**src/rtl/bnc_pkg.sv**
```systemverilog
// bnc_pkg: shared widths and defaults for the 3x3 neighbour count unit
// no dependencies; used by the interfaces, the rtl modules and the checker

package bnc_pkg;

   // fixed field widths
   localparam int GRID_SIDE_W = 6;
   localparam int COUNT_W     = 4;
   localparam int COORD_W     = 5;

   // largest count a 3x3 window can give
   localparam int COUNT_MAX   = 9;

   // default map side limit and grid side after reset
   localparam int MAX_SIDE_DEF    = 32;
   localparam int GRID_SIDE_RESET = 32;

endpackage

```
**src/rtl/bnc_if.sv**
```systemverilog
// bnc_req_if / bnc_rsp_if: valid/ready channels of the neighbour count unit
// depends on bnc_pkg for the field widths

interface bnc_req_if;
   logic valid;
   logic ready;
   logic cell_set;

   modport source (output valid, output cell_set, input ready);
   modport sink   (input valid, input cell_set, output ready);
endinterface

interface bnc_rsp_if;
   logic                          valid;
   logic                          ready;
   logic [bnc_pkg::COUNT_W-1:0]   neighbour_count;
   logic [bnc_pkg::COORD_W-1:0]   out_row;
   logic [bnc_pkg::COORD_W-1:0]   out_col;
   logic                          last_of_run;
   logic                          end_of_frame;

   modport source (output valid, output neighbour_count, output out_row, output out_col,
                   output last_of_run, output end_of_frame, input ready);
   modport sink   (input valid, input neighbour_count, input out_row, input out_col,
                   input last_of_run, input end_of_frame, output ready);
endinterface

```
**src/rtl/binary_3x3_neighbour_count_unit.sv**
```systemverilog
// binary_3x3_neighbour_count_unit: top level of the 3x3 neighbour count block
// depends on bnc_pkg, bnc_req_if / bnc_rsp_if and bnc_window
//
// req_chan carries one map cell per request in raster order; rsp_chan returns
// each cell's 3x3 count (0..9, centre included) with its row and column, in
// raster order, off-map cells counting as clear. request (r,c) releases
// (r-1,c-1), a last-column request also releases (r-1,side-1), and the bottom
// right request flushes the last row. last_of_run marks a request's final
// response, end_of_frame the bottom right cell. csr_we/csr_wdata set the side
// (0 acts as 1, above MAX_SIDE acts as MAX_SIDE) and restart the frame; write
// only while idle.
// accepted requests add their responses to the pending count, which loads
// the output register one per cycle while rsp_chan.ready is high. a request
// is taken every cycle except that req_chan.ready drops after a last-column
// request of row 1 onward (two responses) and after the bottom right request
// (side+2 responses; not on a 1x1 map) until one is left to load. a stalled
// receiver holds the response and, once responses back up, drops req_chan.ready.
// reset is synchronous: frame position, pending responses and response valid
// clear, and the side returns to 32 (limited to MAX_SIDE).

module binary_3x3_neighbour_count_unit #(
   parameter int MAX_SIDE = bnc_pkg::MAX_SIDE_DEF
) (
   input  logic                                clock,
   input  logic                                reset,
   bnc_req_if.sink                             req_chan,
   bnc_rsp_if.source                           rsp_chan,
   input  logic                                csr_we,
   input  logic [bnc_pkg::GRID_SIDE_W-1:0]     csr_wdata
);

   // position width and pending count width
   localparam int PW = (MAX_SIDE > 1) ? $clog2(MAX_SIDE) : 1;
   localparam int CW = PW + 2;
   localparam int RESET_SIDE = (bnc_pkg::GRID_SIDE_RESET > MAX_SIDE) ?
                               MAX_SIDE : bnc_pkg::GRID_SIDE_RESET;
   localparam int GW = bnc_pkg::GRID_SIDE_W;
   localparam int OW = bnc_pkg::COORD_W;

   // side register, stored as side-1
   logic [PW-1:0] side_m1_ff, side_m1_in;

   // input cursor and row slot (row mod 3)
   logic [PW-1:0] in_row_ff, in_row_in;
   logic [PW-1:0] in_col_ff, in_col_in;
   logic [1:0]    in_slot_ff, in_slot_in;

   // emit cursor, trails the input cursor in raster order
   logic [PW-1:0] em_row_ff, em_row_in;
   logic [PW-1:0] em_col_ff, em_col_in;
   logic [1:0]    em_slot_ff, em_slot_in;

   // responses released but not yet loaded
   logic [CW-1:0] pend_ff, pend_in;

   // three stored rows, no reset
   logic [MAX_SIDE-1:0] rows_ff [3];

   // response register
   logic                        rsp_valid_ff, rsp_valid_in;
   logic [bnc_pkg::COUNT_W-1:0] rsp_count_ff;
   logic [OW-1:0]               rsp_row_ff;
   logic [OW-1:0]               rsp_col_ff;
   logic                        rsp_last_ff;
   logic                        rsp_eof_ff;

   logic                        load;
   logic                        accept;
   logic [CW-1:0]               run_len;
   logic [CW-1:0]               side_ext;
   logic                        in_last_col;
   logic                        in_last_row;
   logic [1:0]                  up_slot;
   logic [1:0]                  dn_slot;
   logic [MAX_SIDE-1:0]         row_up;
   logic [MAX_SIDE-1:0]         row_mid;
   logic [MAX_SIDE-1:0]         row_dn;
   logic [bnc_pkg::COUNT_W-1:0] win_count;
   logic [PW+OW-1:0]            em_row_wide;
   logic [PW+OW-1:0]            em_col_wide;
   logic [PW+GW-1:0]            wdata_m1_wide;

   function automatic logic [1:0] slot_next(input logic [1:0] s);
      logic [1:0] r;
      case (s)
         2'd0:    r = 2'd1;
         2'd1:    r = 2'd2;
         default: r = 2'd0;
      endcase
      return r;
   endfunction

   function automatic logic [1:0] slot_prev(input logic [1:0] s);
      logic [1:0] r;
      case (s)
         2'd1:    r = 2'd0;
         2'd2:    r = 2'd1;
         default: r = 2'd2;
      endcase
      return r;
   endfunction

   // handshake: a response is loaded when one is pending and the register frees
   assign load   = (pend_ff != '0) && (!rsp_valid_ff || rsp_chan.ready);
   assign req_chan.ready = (pend_ff == '0) || ((pend_ff == CW'(1)) && load);
   assign accept = req_chan.valid && req_chan.ready;

   // how many responses this request releases
   assign in_last_col = (in_col_ff == side_m1_ff);
   assign in_last_row = (in_row_ff == side_m1_ff);
   assign side_ext    = CW'(side_m1_ff) + CW'(1);

   always_comb begin
      run_len = '0;
      if ((in_row_ff != '0) && (in_col_ff != '0)) begin
         run_len = run_len + CW'(1);
      end
      if ((in_row_ff != '0) && in_last_col) begin
         run_len = run_len + CW'(1);
      end
      if (in_last_row && in_last_col) begin
         run_len = run_len + side_ext;
      end
   end

   assign pend_in = pend_ff - CW'(load) + (accept ? run_len : '0);

   // input cursor advance
   always_comb begin
      in_row_in  = in_row_ff;
      in_col_in  = in_col_ff;
      in_slot_in = in_slot_ff;
      if (accept) begin
         if (in_last_col) begin
            in_col_in = '0;
            if (in_last_row) begin
               in_row_in  = '0;
               in_slot_in = 2'd0;
            end else begin
               in_row_in  = in_row_ff + PW'(1);
               in_slot_in = slot_next(in_slot_ff);
            end
         end else begin
            in_col_in = in_col_ff + PW'(1);
         end
      end
   end

   // emit cursor advance
   always_comb begin
      em_row_in  = em_row_ff;
      em_col_in  = em_col_ff;
      em_slot_in = em_slot_ff;
      if (load) begin
         if (em_col_ff == side_m1_ff) begin
            em_col_in = '0;
            if (em_row_ff == side_m1_ff) begin
               em_row_in  = '0;
               em_slot_in = 2'd0;
            end else begin
               em_row_in  = em_row_ff + PW'(1);
               em_slot_in = slot_next(em_slot_ff);
            end
         end else begin
            em_col_in = em_col_ff + PW'(1);
         end
      end
   end

   // side write: 0 acts as 1, above MAX_SIDE acts as MAX_SIDE
   assign wdata_m1_wide = {{PW{1'b0}}, csr_wdata - GW'(1)};

   always_comb begin
      if (csr_wdata == '0) begin
         side_m1_in = '0;
      end else if ({1'b0, csr_wdata} > (GW+1)'(MAX_SIDE)) begin
         side_m1_in = PW'(MAX_SIDE - 1);
      end else begin
         side_m1_in = wdata_m1_wide[PW-1:0];
      end
   end

   // window rows around the emit cursor
   assign up_slot = slot_prev(em_slot_ff);
   assign dn_slot = slot_next(em_slot_ff);

   always_comb begin
      row_up  = rows_ff[0];
      row_mid = rows_ff[0];
      row_dn  = rows_ff[0];
      for (int i = 1; i < 3; i++) begin
         if (up_slot == 2'(i)) begin
            row_up = rows_ff[i];
         end
         if (em_slot_ff == 2'(i)) begin
            row_mid = rows_ff[i];
         end
         if (dn_slot == 2'(i)) begin
            row_dn = rows_ff[i];
         end
      end
   end

   bnc_window #(
      .MAX_SIDE (MAX_SIDE)
   ) u_window (
      .row_up  (row_up),
      .row_mid (row_mid),
      .row_dn  (row_dn),
      .up_ok   (em_row_ff != '0),
      .dn_ok   (em_row_ff != side_m1_ff),
      .col     (em_col_ff),
      .side_m1 (side_m1_ff),
      .count   (win_count)
   );

   // coordinates out at the fixed field width
   assign em_row_wide = {{OW{1'b0}}, em_row_ff};
   assign em_col_wide = {{OW{1'b0}}, em_col_ff};

   assign rsp_valid_in = load ? 1'b1 : (rsp_chan.ready ? 1'b0 : rsp_valid_ff);

   // control state
   always_ff @(posedge clock) begin
      if (reset) begin
         side_m1_ff   <= PW'(RESET_SIDE - 1);
         in_row_ff    <= '0;
         in_col_ff    <= '0;
         in_slot_ff   <= 2'd0;
         em_row_ff    <= '0;
         em_col_ff    <= '0;
         em_slot_ff   <= 2'd0;
         pend_ff      <= '0;
         rsp_valid_ff <= 1'b0;
      end else if (csr_we) begin
         // new side restarts the frame
         side_m1_ff   <= side_m1_in;
         in_row_ff    <= '0;
         in_col_ff    <= '0;
         in_slot_ff   <= 2'd0;
         em_row_ff    <= '0;
         em_col_ff    <= '0;
         em_slot_ff   <= 2'd0;
         pend_ff      <= pend_in;
         rsp_valid_ff <= rsp_valid_in;
      end else begin
         in_row_ff    <= in_row_in;
         in_col_ff    <= in_col_in;
         in_slot_ff   <= in_slot_in;
         em_row_ff    <= em_row_in;
         em_col_ff    <= em_col_in;
         em_slot_ff   <= em_slot_in;
         pend_ff      <= pend_in;
         rsp_valid_ff <= rsp_valid_in;
      end
   end

   // row store write
   always_ff @(posedge clock) begin
      for (int i = 0; i < 3; i++) begin
         if (accept && (in_slot_ff == 2'(i))) begin
            rows_ff[i][in_col_ff] <= req_chan.cell_set;
         end
      end
   end

   // response payload
   always_ff @(posedge clock) begin
      if (load) begin
         rsp_count_ff <= win_count;
         rsp_row_ff   <= em_row_wide[OW-1:0];
         rsp_col_ff   <= em_col_wide[OW-1:0];
         rsp_last_ff  <= (pend_ff == CW'(1));
         rsp_eof_ff   <= (em_row_ff == side_m1_ff) && (em_col_ff == side_m1_ff);
      end
   end

   assign rsp_chan.valid           = rsp_valid_ff;
   assign rsp_chan.neighbour_count = rsp_count_ff;
   assign rsp_chan.out_row         = rsp_row_ff;
   assign rsp_chan.out_col         = rsp_col_ff;
   assign rsp_chan.last_of_run     = rsp_last_ff;
   assign rsp_chan.end_of_frame    = rsp_eof_ff;

endmodule

```
**src/rtl/bnc_window.sv**
```systemverilog
// bnc_window: counts the set cells of a 3x3 window taken from three stored rows
// depends on bnc_pkg for the count width

module bnc_window #(
   parameter int MAX_SIDE = bnc_pkg::MAX_SIDE_DEF
) (
   input  logic [MAX_SIDE-1:0]                                row_up,
   input  logic [MAX_SIDE-1:0]                                row_mid,
   input  logic [MAX_SIDE-1:0]                                row_dn,
   input  logic                                               up_ok,
   input  logic                                               dn_ok,
   input  logic [((MAX_SIDE > 1) ? $clog2(MAX_SIDE) : 1)-1:0] col,
   input  logic [((MAX_SIDE > 1) ? $clog2(MAX_SIDE) : 1)-1:0] side_m1,
   output logic [bnc_pkg::COUNT_W-1:0]                        count
);

   localparam int PW = (MAX_SIDE > 1) ? $clog2(MAX_SIDE) : 1;

   logic [MAX_SIDE-1:0]         rows [3];
   logic [2:0]                  row_ok;
   logic [PW-1:0]               col_left;
   logic [PW-1:0]               col_right;
   logic                        left_ok;
   logic                        right_ok;
   logic [bnc_pkg::COUNT_W-1:0] sum;

   assign rows[0]   = row_up;
   assign rows[1]   = row_mid;
   assign rows[2]   = row_dn;
   assign row_ok    = {dn_ok, 1'b1, up_ok};
   assign col_left  = col - PW'(1);
   assign col_right = col + PW'(1);
   assign left_ok   = (col != '0);
   assign right_ok  = (col != side_m1);

   always_comb begin
      sum = '0;
      for (int i = 0; i < 3; i++) begin
         if (row_ok[i]) begin
            sum = sum + bnc_pkg::COUNT_W'(rows[i][col]);
            sum = sum + bnc_pkg::COUNT_W'(left_ok ? rows[i][col_left] : 1'b0);
            sum = sum + bnc_pkg::COUNT_W'(right_ok ? rows[i][col_right] : 1'b0);
         end
      end
   end

   assign count = sum;

endmodule

```
**src/flat_wrapper.sv**
```systemverilog
// flat-port wrapper written by rule: the top's interface ports become plain ports
module binary_3x3_neighbour_count_unit_flat 
#(
   parameter int MAX_SIDE = bnc_pkg::MAX_SIDE_DEF
)
  (clock, reset, csr_we, csr_wdata, req_chan_valid, req_chan_cell_set, req_chan_ready, rsp_chan_valid, rsp_chan_neighbour_count, rsp_chan_out_row, rsp_chan_out_col, rsp_chan_last_of_run, rsp_chan_end_of_frame, rsp_chan_ready);
  bnc_req_if req_chan_i ();
  bnc_rsp_if rsp_chan_i ();
  input  logic clock;
  input  logic reset;
  input  logic csr_we;
  input  logic [bnc_pkg::GRID_SIDE_W-1:0] csr_wdata;
  input wire logic [$bits(req_chan_i.valid)-1:0] req_chan_valid;
  input wire logic [$bits(req_chan_i.cell_set)-1:0] req_chan_cell_set;
  output wire logic [$bits(req_chan_i.ready)-1:0] req_chan_ready;
  output wire logic [$bits(rsp_chan_i.valid)-1:0] rsp_chan_valid;
  output wire logic [$bits(rsp_chan_i.neighbour_count)-1:0] rsp_chan_neighbour_count;
  output wire logic [$bits(rsp_chan_i.out_row)-1:0] rsp_chan_out_row;
  output wire logic [$bits(rsp_chan_i.out_col)-1:0] rsp_chan_out_col;
  output wire logic [$bits(rsp_chan_i.last_of_run)-1:0] rsp_chan_last_of_run;
  output wire logic [$bits(rsp_chan_i.end_of_frame)-1:0] rsp_chan_end_of_frame;
  input wire logic [$bits(rsp_chan_i.ready)-1:0] rsp_chan_ready;
  assign req_chan_i.valid = req_chan_valid;
  assign req_chan_i.cell_set = req_chan_cell_set;
  assign req_chan_ready = req_chan_i.ready;
  assign rsp_chan_valid = rsp_chan_i.valid;
  assign rsp_chan_neighbour_count = rsp_chan_i.neighbour_count;
  assign rsp_chan_out_row = rsp_chan_i.out_row;
  assign rsp_chan_out_col = rsp_chan_i.out_col;
  assign rsp_chan_last_of_run = rsp_chan_i.last_of_run;
  assign rsp_chan_end_of_frame = rsp_chan_i.end_of_frame;
  assign rsp_chan_i.ready = rsp_chan_ready;
  binary_3x3_neighbour_count_unit #(.MAX_SIDE(MAX_SIDE)) u_core (.clock(clock), .reset(reset), .req_chan(req_chan_i), .rsp_chan(rsp_chan_i), .csr_we(csr_we), .csr_wdata(csr_wdata));
endmodule
```
**config.mk**
```make
export PLATFORM = sky130hd
export DESIGN_NAME = binary_3x3_neighbour_count_unit_flat
export DESIGN_NICKNAME = d
export VERILOG_FILES = /design/src/rtl/bnc_pkg.sv /design/src/rtl/bnc_if.sv /design/src/rtl/binary_3x3_neighbour_count_unit.sv /design/src/rtl/bnc_window.sv /design/src/flat_wrapper.sv
export SDC_FILE = /design/constraint.sdc
export NUM_CORES = 1
export LEC_CHECK = 0
export ABC_AREA = 1
export BUFFER_PORTS_ARGS = -buffer_cell sky130_fd_sc_hd__clkbuf_2
export CAP_MARGIN = 20
export CORE_MARGIN = 2
export CORE_UTILIZATION = 58
export DETAILED_ROUTE_END_ITERATION = 8
export GPL_TIMING_DRIVEN = 1
export HOLD_SLACK_MARGIN = 0.02
export PLACE_DENSITY_LB_ADDON = 0.3
export SYNTH_ARGS = -nofsm -noshare
export SYNTH_HDL_FRONTEND = slang
export SYNTH_HIERARCHICAL = 1
export SYNTH_SLANG_ARGS = --single-unit
```
**constraint.sdc**
```tcl
create_clock -name clock -period 4.6 [get_ports clock]
set_input_delay 0.23 -clock clock [delete_from_list [all_inputs] [get_ports clock]]
set_output_delay 0.23 -clock clock [all_outputs]
set_load 0.1 [all_outputs]
```
# Word level (Yosys, flattened, before mapping)
# Memory sizes are Yosys's and may differ from the RTL's.
# Cells that the tools add are included.
# Widths: inputs -> output; s select.
# op_classes
n_addsub	19
order_cmp	6
n_eq_ne	15
mux	63
n_reduce_logical	29
# ops
operator	n
$mux 32	13
$reduce_or 32->1	2
$bmux 1 s5	9
$mux 5	6
$add 4x1->4	6
$lt 5x6->1 const B	4
$mux 1	22
$mux 7	3
$add 5x1->5 const B	4
$eq 5x5->1	4
$reduce_bool 5->1	4
$add 7x7->7	2
$pmux 2 s2	3
$logic_and 1x1->1	11
$ne 5x5->1	2
$sub 5x1->5 const B	2
$eq 2x1->1 const B	4
$eq 2x2->1 const B	4
$mux 2	4
$eq 7x1->1 const B	1
$logic_not 7->1	1
$reduce_bool 7->1	1
$sub 7x1->7	1
$add 5x1->6 const B	1
other kinds (15)	18
# totals
ff_bits	53
ramBits	96
output_inout_bits	18
n_memories	1
# mem_list
memory	depth	width	rd	rd_clocked_by_memory_dff	write_ports	line_no	text
u_core.rows_ff	3	32	3	0	1	binary_3x3_neighbour_count_unit.sv:57	logic [MAX_SIDE-1:0] rows_ff [3];

# Depth between registers and ports, before layout
# Gate-level depths: netlist of the first run.
# logic_depth
word_depth	18
ltp_mapped	27
mapped_depth_nobuf	25

# Cells and area by module
# The synthesis of the first run kept the hierarchy.
# by_module_without_submodules
mod	instances	cells_each	area_per_inst_um2	seq_area_each_um2
binary_3x3_neighbour_count_unit	1	1053	8619.5	4103.9
bnc_window	1	623	3046.7	0.0

# Worst setup path after synthesis of the first run
# OpenSTA, ideal clock, no wires.
# synth_timing
path_kind	reg2reg
start	reg u_core.em_col_ff[0]
end	reg u_core.rsp_count_ff (netlist bit u_core/rsp_chan.neighbour_count[2]), data pin
setup_ns	0.254
arrival_ns	4.288
path_slack_ns	0.058
path_stages_with_launch	26
n_path_buf	5
cell_sequence	dfxtp_1 buf_6 inv_4 buf_6 buf_6 ha_1 inv_2 buf_2 buf_4 nand3_1 nand3_1 nand3_1 a21oi_1 nor2_1 fa_1 nand2_1 inv_1 ha_1 inv_1 fa_1 inv_1 ha_1 fa_1 nand2_1 xor2_1 inv_1
# synth_between
elab_chain_len	14
word_cells_on_any_way	38
cone_classes	10 x add/sub; 1 x eq/ne; 26 x mux; 1 x reduce/logical
# synth_lines
element	line_no	text
start: declaration	binary_3x3_neighbour_count_unit.sv:50	logic [PW-1:0] em_col_ff, em_col_in;
start signal: assignment	binary_3x3_neighbour_count_unit.sv:251	em_col_ff <= em_col_in;
$sub 5x1->5	bnc_window.sv:31	assign col_left = col - PW'(1);
$bmux 1 s5	bnc_window.sv:41	sum = sum + bnc_pkg::COUNT_W'(left_ok ? rows[i][col_left] : 1'b0);
$mux 1 (implied by the code)	bnc_window.sv:41	
$mux 1	bnc_window.sv:41	
$add 1x1->2	bnc_window.sv:41	
$add 2x1->3	bnc_window.sv:42	sum = sum + bnc_pkg::COUNT_W'(right_ok ? rows[i][col_right] : 1'b0);
$mux 3	bnc_window.sv:39	if (row_ok[i]) begin
$add 4x1->4	bnc_window.sv:40	sum = sum + bnc_pkg::COUNT_W'(rows[i][col]);
$add 4x1->4	bnc_window.sv:41	
$add 4x1->4	bnc_window.sv:42	
$add 4x1->4	bnc_window.sv:40	
$add 4x1->4	bnc_window.sv:41	
$add 4x1->4	bnc_window.sv:42	
$mux 4 (*)	bnc_window.sv:39	
net u_core.win_count (one bit)	binary_3x3_neighbour_count_unit.sv:78	logic [bnc_pkg::COUNT_W-1:0] win_count;
end signal: assignment	binary_3x3_neighbour_count_unit.sv:270	rsp_count_ff <= win_count;
end: declaration	binary_3x3_neighbour_count_unit.sv:61	logic [bnc_pkg::COUNT_W-1:0] rsp_count_ff;
# The timed path passes the listed nets; every way through them passes the cells marked *. The select of a mux whose other input is x is not followed.
# A chain may end at the register's enable or synchronous reset.

# Worst setup path after layout of the first run
# layout_timing
start	reg u_core.em_slot_ff[1]
end	reg u_core.rsp_count_ff (netlist bit u_core/rsp_chan.neighbour_count[2]), data pin
# layout_between
elab_chain_len	18
word_cells_on_any_way	49
cone_classes	8 x add/sub; 6 x eq/ne; 34 x mux; 1 x reduce/logical
# layout_lines
element	line_no	text
start: declaration	binary_3x3_neighbour_count_unit.sv:51	logic [1:0] em_slot_ff, em_slot_in;
start signal: assignment	binary_3x3_neighbour_count_unit.sv:252	em_slot_ff <= em_slot_in;
$eq 2x2->1 or $eq 2x1->1 (tied branches)	binary_3x3_neighbour_count_unit.sv:95	case (s)
$pmux 2 s2 (*)	binary_3x3_neighbour_count_unit.sv:95	
$eq 2x1->1	binary_3x3_neighbour_count_unit.sv:192	if (up_slot == 2'(i)) begin
$mux 32	binary_3x3_neighbour_count_unit.sv:192	
$mux 32 (*)	binary_3x3_neighbour_count_unit.sv:192	
net u_core.row_up[1]	binary_3x3_neighbour_count_unit.sv:75	logic [MAX_SIDE-1:0] row_up;
$bmux 1 s5	bnc_window.sv:41	
$mux 1 (implied by the code)	bnc_window.sv:41	
(+4 left out)	-	
$add 4x1->4 (*)	bnc_window.sv:40	
$add 4x1->4 (*)	bnc_window.sv:41	
$add 4x1->4 (*)	bnc_window.sv:42	
$add 4x1->4	bnc_window.sv:40	
$add 4x1->4	bnc_window.sv:41	
$add 4x1->4	bnc_window.sv:42	
$mux 4 (*)	bnc_window.sv:39	
net u_core.win_count (one bit)	binary_3x3_neighbour_count_unit.sv:78	
# Marked as above.

==> results of run 1 <==
## report_power, final
part	internal (mW)	switching [mW]	total (mW)
Clock	0.712	0.604	1.32
Combinational	0.585	1.49	2.07
Sequential	1.57	0.0431	1.61
## cell families (layout without fill, tap and decap cells)
group	after synthesis	count (layout)	share of synthesized area, %
AO/OA/AOI/OAI	265	265	13.34
XOR/XNOR	29	29	2.370
adder cells (fa/ha/maj)	42	42	4.891
buffers and inverters	266	288	10.27
flip-flops	149	149	35.18
AND/OR/NAND/NOR	925	925	33.94
## cell usage after synthesis (all sizes together)
master	n	area, µm²
ha	36	450.4
o211ai	34	255.2
o31ai	1	7.510
a21boi	1	18.77
clkinv	2	7.510
o21a	1	7.510
edfxtp	112	3363
a22oi	32	240.2
nor4	1	6.260
nor2	171	673.1
nand3b	2	15.01
and2	2	12.51
a21oi	72	360.4
o22ai	34	212.7
nand4	7	43.79
dfxtp	37	740.7
clkbuf	46	172.7
buf	62	425.4
fa	6	120.1
a31oi	1	6.260
xor2	21	198.9
nor3	11	55.05
or4	1	7.510
or2	2	15.02
nand3	269	1406
a211oi	1	7.510
inv	156	593.1
nand2	459	1725
xnor2	8	77.58
o21ai	88	440.4
## how the worst max path moves through the flow
stage / from / end / slack [ns] / depth (start not counted)
final: u_core/em_slot_ff[1] / u_core/rsp_chan.neighbour_count[2] / 0.12 / 25
after detailed placement: u_core/em_slot_ff[0] / u_core/rsp_chan.neighbour_count[2] / -0.1 / 25
after CTS: u_core/em_slot_ff[1] / u_core/rsp_chan.neighbour_count[2] / 0.03 / 26
after global placement: u_core/em_slot_ff[0] / u_core/rsp_chan.neighbour_count[2] / 0.003 / 27
after floorplan: u_core/em_col_ff[0] / u_core/rsp_chan.neighbour_count[2] / 0.06 / 25
after global routing: u_core/em_slot_ff[1] / u_core/rsp_chan.neighbour_count[1] / -0.06 / 25
## registers in the layout (all words and copies together) (netlist names)
name / flops
u_core/em_row_ff: 5
u_core/em_col_ff: 5
u_core/in_row_ff: 5
u_core/in_col_ff: 5
u_core/em_slot_ff: 2
u_core/rows_ff: 96
u_core/rsp_chan.valid: 1
u_core/rsp_chan.end_of_frame: 1
u_core/side_m1_ff: 5
u_core/rsp_chan.last_of_run: 1
u_core/rsp_chan.out_row: 5
u_core/rsp_chan.out_col: 5
u_core/in_slot_ff: 2
u_core/rsp_chan.neighbour_count: 4
u_core/pend_ff: 7
## stage by stage
step	hold slack (ns)	instances	power [mW]
finish	0.07497	1963	5.000
global route	0.07559	1963	5.283
CTS	0.06767	1956	4.943
detailed placement	0.5166	1923	3.637
global placement	0.5142	1923	3.597
floorplan	0.3289	1676	3.244
## layer usage
metal	GRT usage [%]	routed length (µm)
met1	49.29	15200
met2	43.70	14660
met3	8.025	4480
met4	9.020	882
met5	0	0
## final cells by class
class	instances	area, µm²	area share [%]
Inverter	158	611.8	4.670
Multi-Input combinational cell	1261	6589	50.29
Tap cell	265	331.6	2.531
Sequential cell	149	4113	31.39
Clock inverter	15	138.9	1.060
Clock buffer	17	425.4	3.247
Timing Repair Buffer	98	892.1	6.809
## timing repair
| item | 4_1_cts | 5_1_grt |
|---|---|---|
| resized for setup | 11 | 52 |
| buffers inserted | 0 | 2 |
| pin swaps | 1 | 17 |
| setup endpoints to repair | 2 | 2 |
| hold buffers | 0 | 0 |
| gates cloned | 1 | 5 |
==> results by group, run 1 <==
Clock network
  – Total CTS buffers: 17
  – Clock Tree Root: clkbuf_16
  – Clk Latency, worst-skew pair: 0.44 ns
  – CTS H-tree lvls: 4
  – CTS tree: done
  – Clock slew at reported path FFs: 0.07 ns
  – Clock buffer depth: 2
  – CTS Sinks: roughly 150

Timing
  – Final Max Tran Viols: 0
  – Final worst clock skew: 0.01823 ns
  – Post-layout min period: ~4.5 ns
  – Final setup margin: 0.1224 ns
  – Final setup fails: 0
  – Final hold vios: 0
  – Setup TNS: 0 ns
  – Period Utilization, post-route: 97.34%
  – Fmax: 0.2233 GHz
  – Slew @ Worst Pin: 0.7794 ns
  – Slew HR: 48.04%

Layout
  – Fin area: 13,100 µm²
  – N_diodes: 0
  – Post-layout util: 66.88%
  – Share of cells above drive strength 1: 11.96%
  – Most frequent cells in the layout: 454 x nand2_1, 259 x nand3_1, 163 x nor2_1, 143 x inv_1, 112 x edfxtp_1
  – # fillers: 1,695
  – P&R area growth vs syn: 12.30%
  – # nets final: approximately 1,700
  – Most common cell after layout, fill and taps aside: nand2_1

GRT
  – First-pass GRT wire length: roughly 54,000 µm
  – GRT Overall Usage: 31.87%
  – Largest net degree at the start of global routing: a little under 100
  – Initial antenna violation count: 0
  – GR Overflow Total: 0
  – Vias in the first global route: 10,080

Yosys
  – Post-Syn Nets: 1,730
  – Yosys Warn Count: 6
  – Post-Syn Instances: 1,676
  – Post-Syn Area: 11,670 µm²
  – FF+latch count, synth: 149
  – Register area share after synthesis: between 30% and 40%
  – Distinct cells, synth: 44
  – Syn avg cell area: about 7.0 µm²

Worst hold path
  – Worst min path class: input pin to register
  – WHS Path Cells: 2
  – Hold Path Origin: reset
  – Hold Crit Endpoint: u_core/pend_ff[1]

Critical path
  – Crit end category: register
  – Worst stage delay on the critical path: 0.48 ns
  – Worst EP required: 4.78 ns
  – Crit Path Class: register to register
  – WP buf/inv: 8
  – CP Launch Type: register
  – Crit path max-delay family: adder cells
  – Slowest cell on crit path: fa_1
  – Worst EP arrival: 4.66 ns
  – R2r endpoint: u_core/rsp_chan.neighbour_count[2]
  – Worst-path maximum fanout: 7
  – Worst reg-to-reg path cell count: 25
  – CP dominant cell by count: nand3_1
  – Setup slack, reg-to-reg: approximately 0.12 ns
  – R2R Path Start: u_core/em_slot_ff[1]

Run
  – Max-Cap Viols: 0

Floorplan
  – Io pins: 30
  – Starting Density: 59.55%
  – Rows: 51
  – DIE WIDTH: 145.8 µm
  – Core Footprint: 19,590 µm²
  – Die Span Y: 145.8 µm
  – Die area: 21,260 µm²

Place
  – RePlAce Congestion: 0.9754
  – Dpl ws: -0.09995 ns
  – IO Port Bufs: 29
  – Post-DP HPWL: 24,330 µm
  – Placed inst area: roughly 12,000 µm²

Detailed routing
  – Routed WL per cell: 17.94 µm
  – Via count: 11,900
  – DRC: 0
  – Routed Antenna Nets: 0
  – WL final: 35,230 µm
  – DR iter-0 viols: 1,669
  – Vias per cell: 6.064
  – Drt pass-1 iters: 6

Power and ir drop
  – P_leak: 5.586 nW
  – Pwr Density: ~380 nW/µm²
  – Max VDD drop: 406.1 µV

Outcome
  – Status: finished clean
Note: power is estimated with default switching activity, not from simulation.
==> run 2, diff against run 1 <==
--- a/config.mk
+++ b/config.mk
@@ -14,6 +14,7 @@
 export GPL_TIMING_DRIVEN = 1
 export HOLD_SLACK_MARGIN = 0.02
 export PLACE_DENSITY_LB_ADDON = 0.3
+export RECOVER_POWER = 100
 export SYNTH_ARGS = -nofsm -noshare
 export SYNTH_HDL_FRONTEND = slang
 export SYNTH_HIERARCHICAL = 1
==> results by group, run 2 (same netlist as run 1, synthesis figures left out) <==
Detailed routing
  – WL final: 35,380 µm (+0.44%)
  – Routed WL per cell: 18.02 µm (+0.44%)
  – Via count: 11,860 (-0.40%)
  – Drt pass-1 iters: 6 (unchanged)
  – DR iter-0 viols: 1,660 (-0.54%)
  – Routed Antenna Nets: 0 (unchanged)
  – DRC: 0 (unchanged)
  – Vias per cell: 6.039 (-0.40%)

GRT
  – First-pass GRT wire length: 54,110 µm (unchanged)
  – Largest net degree at the start of global routing: 97 (unchanged)
  – Vias in the first global route: 10,080 (unchanged)
  – M3 GR Usage: 8.025% (unchanged)
  – GRT Overall Usage: 31.87% (unchanged)
  – GR Overflow Total: 0 (unchanged)
  – GRT Max-Usage Layer: met1
  – Initial antenna violation count: 0 (unchanged)
  – Met2 Usage GRT: 43.70% (unchanged)
  – Met1 Resource Use GR: 49.29% (unchanged)

Layout
  – Most common cell after layout, fill and taps aside: nand2_1
  – P&R area growth vs syn: 11.38%
  – Fin area: 12,990 µm² (-0.82%)
  – Register area: 4113 µm² (unchanged)
  – Largest register FFs: 96 (unchanged)
  – # fillers: 1,724 (+1.7%)
  – # nets final: 1,739 (unchanged)
  – Largest registers: u_core/rows_ff x96, u_core/pend_ff x7
  – N_diodes: 0 (unchanged)
  – Area of the multi-input gates: 6528 µm² (-0.93%)
  – Post-layout util: 66.33% (-0.55 points)
  – Largest Register: u_core/rows_ff
  – Most frequent cells in the layout: 454 x nand2_1, 264 x nand3_1, 164 x nor2_1, 143 x inv_1, 112 x edfxtp_1
  – Share of cells above drive strength 1: 10.01% (-1.9 points)

Timing
  – Post-layout min period: 4.479 ns (+0.001202 ns)
  – Final setup fails: 0 (unchanged)
  – Period Utilization, post-route: 97.37% (about the same)
  – Setup TNS: 0 ns (unchanged)
  – Final setup margin: 0.1212 ns (-0.001202 ns)
  – Slew HR: -120.2% (-170 points)
  – Final hold vios: 0 (unchanged)
  – Final Max Tran Viols: 97 (+97)
  – Final worst clock skew: 0.01110 ns (-0.007125 ns)
  – Slew @ Worst Pin: 3.302 ns (+2.523 ns)
  – Fmax: 0.2233 GHz (about the same)

Worst hold path
  – Hold Path Origin: reset
  – Worst min path class: input pin to register

Critical path
  – Worst EP required: 4.78 ns (about the same)
  – CP Launch Type: register
  – R2R Path Start: u_core/em_slot_ff[1]
  – CP startpoint: u_core/em_slot_ff[1]
  – Crit end category: register
  – Crit Path Class: register to register
  – Worst EP arrival: 4.66 ns (about the same)
  – Worst-path maximum fanout: 7 (unchanged)

Power and ir drop
  – Pwr Density: 382.6 nW/µm² (+0.25%)
  – Tot Pwr: 4.972 mW (-0.57%)
  – P_leak: 5.492 nW (-1.7%)
  – Max VDD drop: 414.4 µV (+2.0%)

Clock network
  – Post-CTS Hold Buffers: 0 (unchanged)
  – Clock Tree Root: clkbuf_16
  – Total CTS buffers: 17 (unchanged)
  – Clock slew at reported path FFs: 0.07 ns (about the same)
  – CTS Sinks: 149 (unchanged)
  – CTS H-tree lvls: 4 (unchanged)
  – Clk Latency, worst-skew pair: 0.43 ns (about the same)
  – CTS tree: done
  – Clock buffer depth: 2 (unchanged)

Floorplan
  – Die area: 21,260 µm² (unchanged)
  – Die Span Y: 145.8 µm (unchanged)
  – DIE WIDTH: 145.8 µm (unchanged)
  – Io pins: 30 (unchanged)
  – Starting Density: 59.55% (unchanged)
  – Rows: 51 (unchanged)
  – Core Footprint: 19,590 µm² (unchanged)

Outcome
  – Failing checks: capacitance limit, slew limit
  – Status: finished with violations

Place
  – Post-DP HPWL: 24,330 µm (unchanged)
  – Placed inst area: 12,120 µm² (unchanged)
  – RePlAce Congestion: 0.9754 (unchanged)
  – IO Port Bufs: 29 (unchanged)
  – Dpl ws: -0.09995 ns (unchanged)

Run
  – Max-Cap Viols: 1 (+1)
run 2: cell type report:
type	instances	area share, %
Tap cell	265	2.552
Inverter	158	4.709
Multi-Input combinational cell	1261	50.24
Clock inverter	15	1.069
Sequential cell	149	31.65
Clock buffer	17	3.274
Timing Repair Buffer	98	6.509
run 2: per-stage QoR:
stage | hold WS, ns | cells
detailed placement | 0.5166 | 1923
CTS | 0.06767 | 1956
floorplan | 0.3289 | 1676
global placement | 0.5142 | 1923
global route | 0.07559 | 1963
finish | 0.08079 | 1963
run 2: final timing paths:
check,end,slack (ns),cells after the start
max,u_core/rsp_chan.neighbour_count[2],0.12,25
min,u_core/pend_ff[1],0.08,2
max reg2reg,u_core/rsp_chan.neighbour_count[2],0.12,25
min reg2reg,u_core/in_row_ff[0],0.54,2
run 2: timing repair:
action,in CTS,in global routing
pin swaps,1,17
resized for setup,11,52
endpoints found under the setup margin,2,2
buffers inserted,0,2
cloned,1,5
run 2: routing by layer:
metal	vias up	wire length [µm]
met1	5393	15250
met2	746	14770
met4	0	855
met3	85	4503
met5	-	0
li1	5631	-
run 2: where the power goes:
part / internal [mW] / switching, mW
logic: 0.558 / 1.48
registers: 1.57 / 0.0425
clock network: 0.712 / 0.602
run 2: critical path, cell delays in order (launching register included):
cell and delay (ns):
dfxtp_2 0.35, buf_6 0.11, ha_4 0.18, clkinvlp_4 0.24
buf_12 0.23, buf_6 0.12, nor2_4 0.13, o22ai_4 0.08
nand2_1 0.09, nand3_1 0.08, nand3_1 0.11, nand3_1 0.09
a21oi_2 0.15, nor2_2 0.06, fa_1 0.46, nand2_1 0.09
inv_2 0.05, ha_4 0.26, inv_2 0.04, fa_1 0.48
inv_1 0.04, ha_2 0.19, fa_2 0.33, nand2_2 0.07
xor2_1 0.15, inv_1 0.05
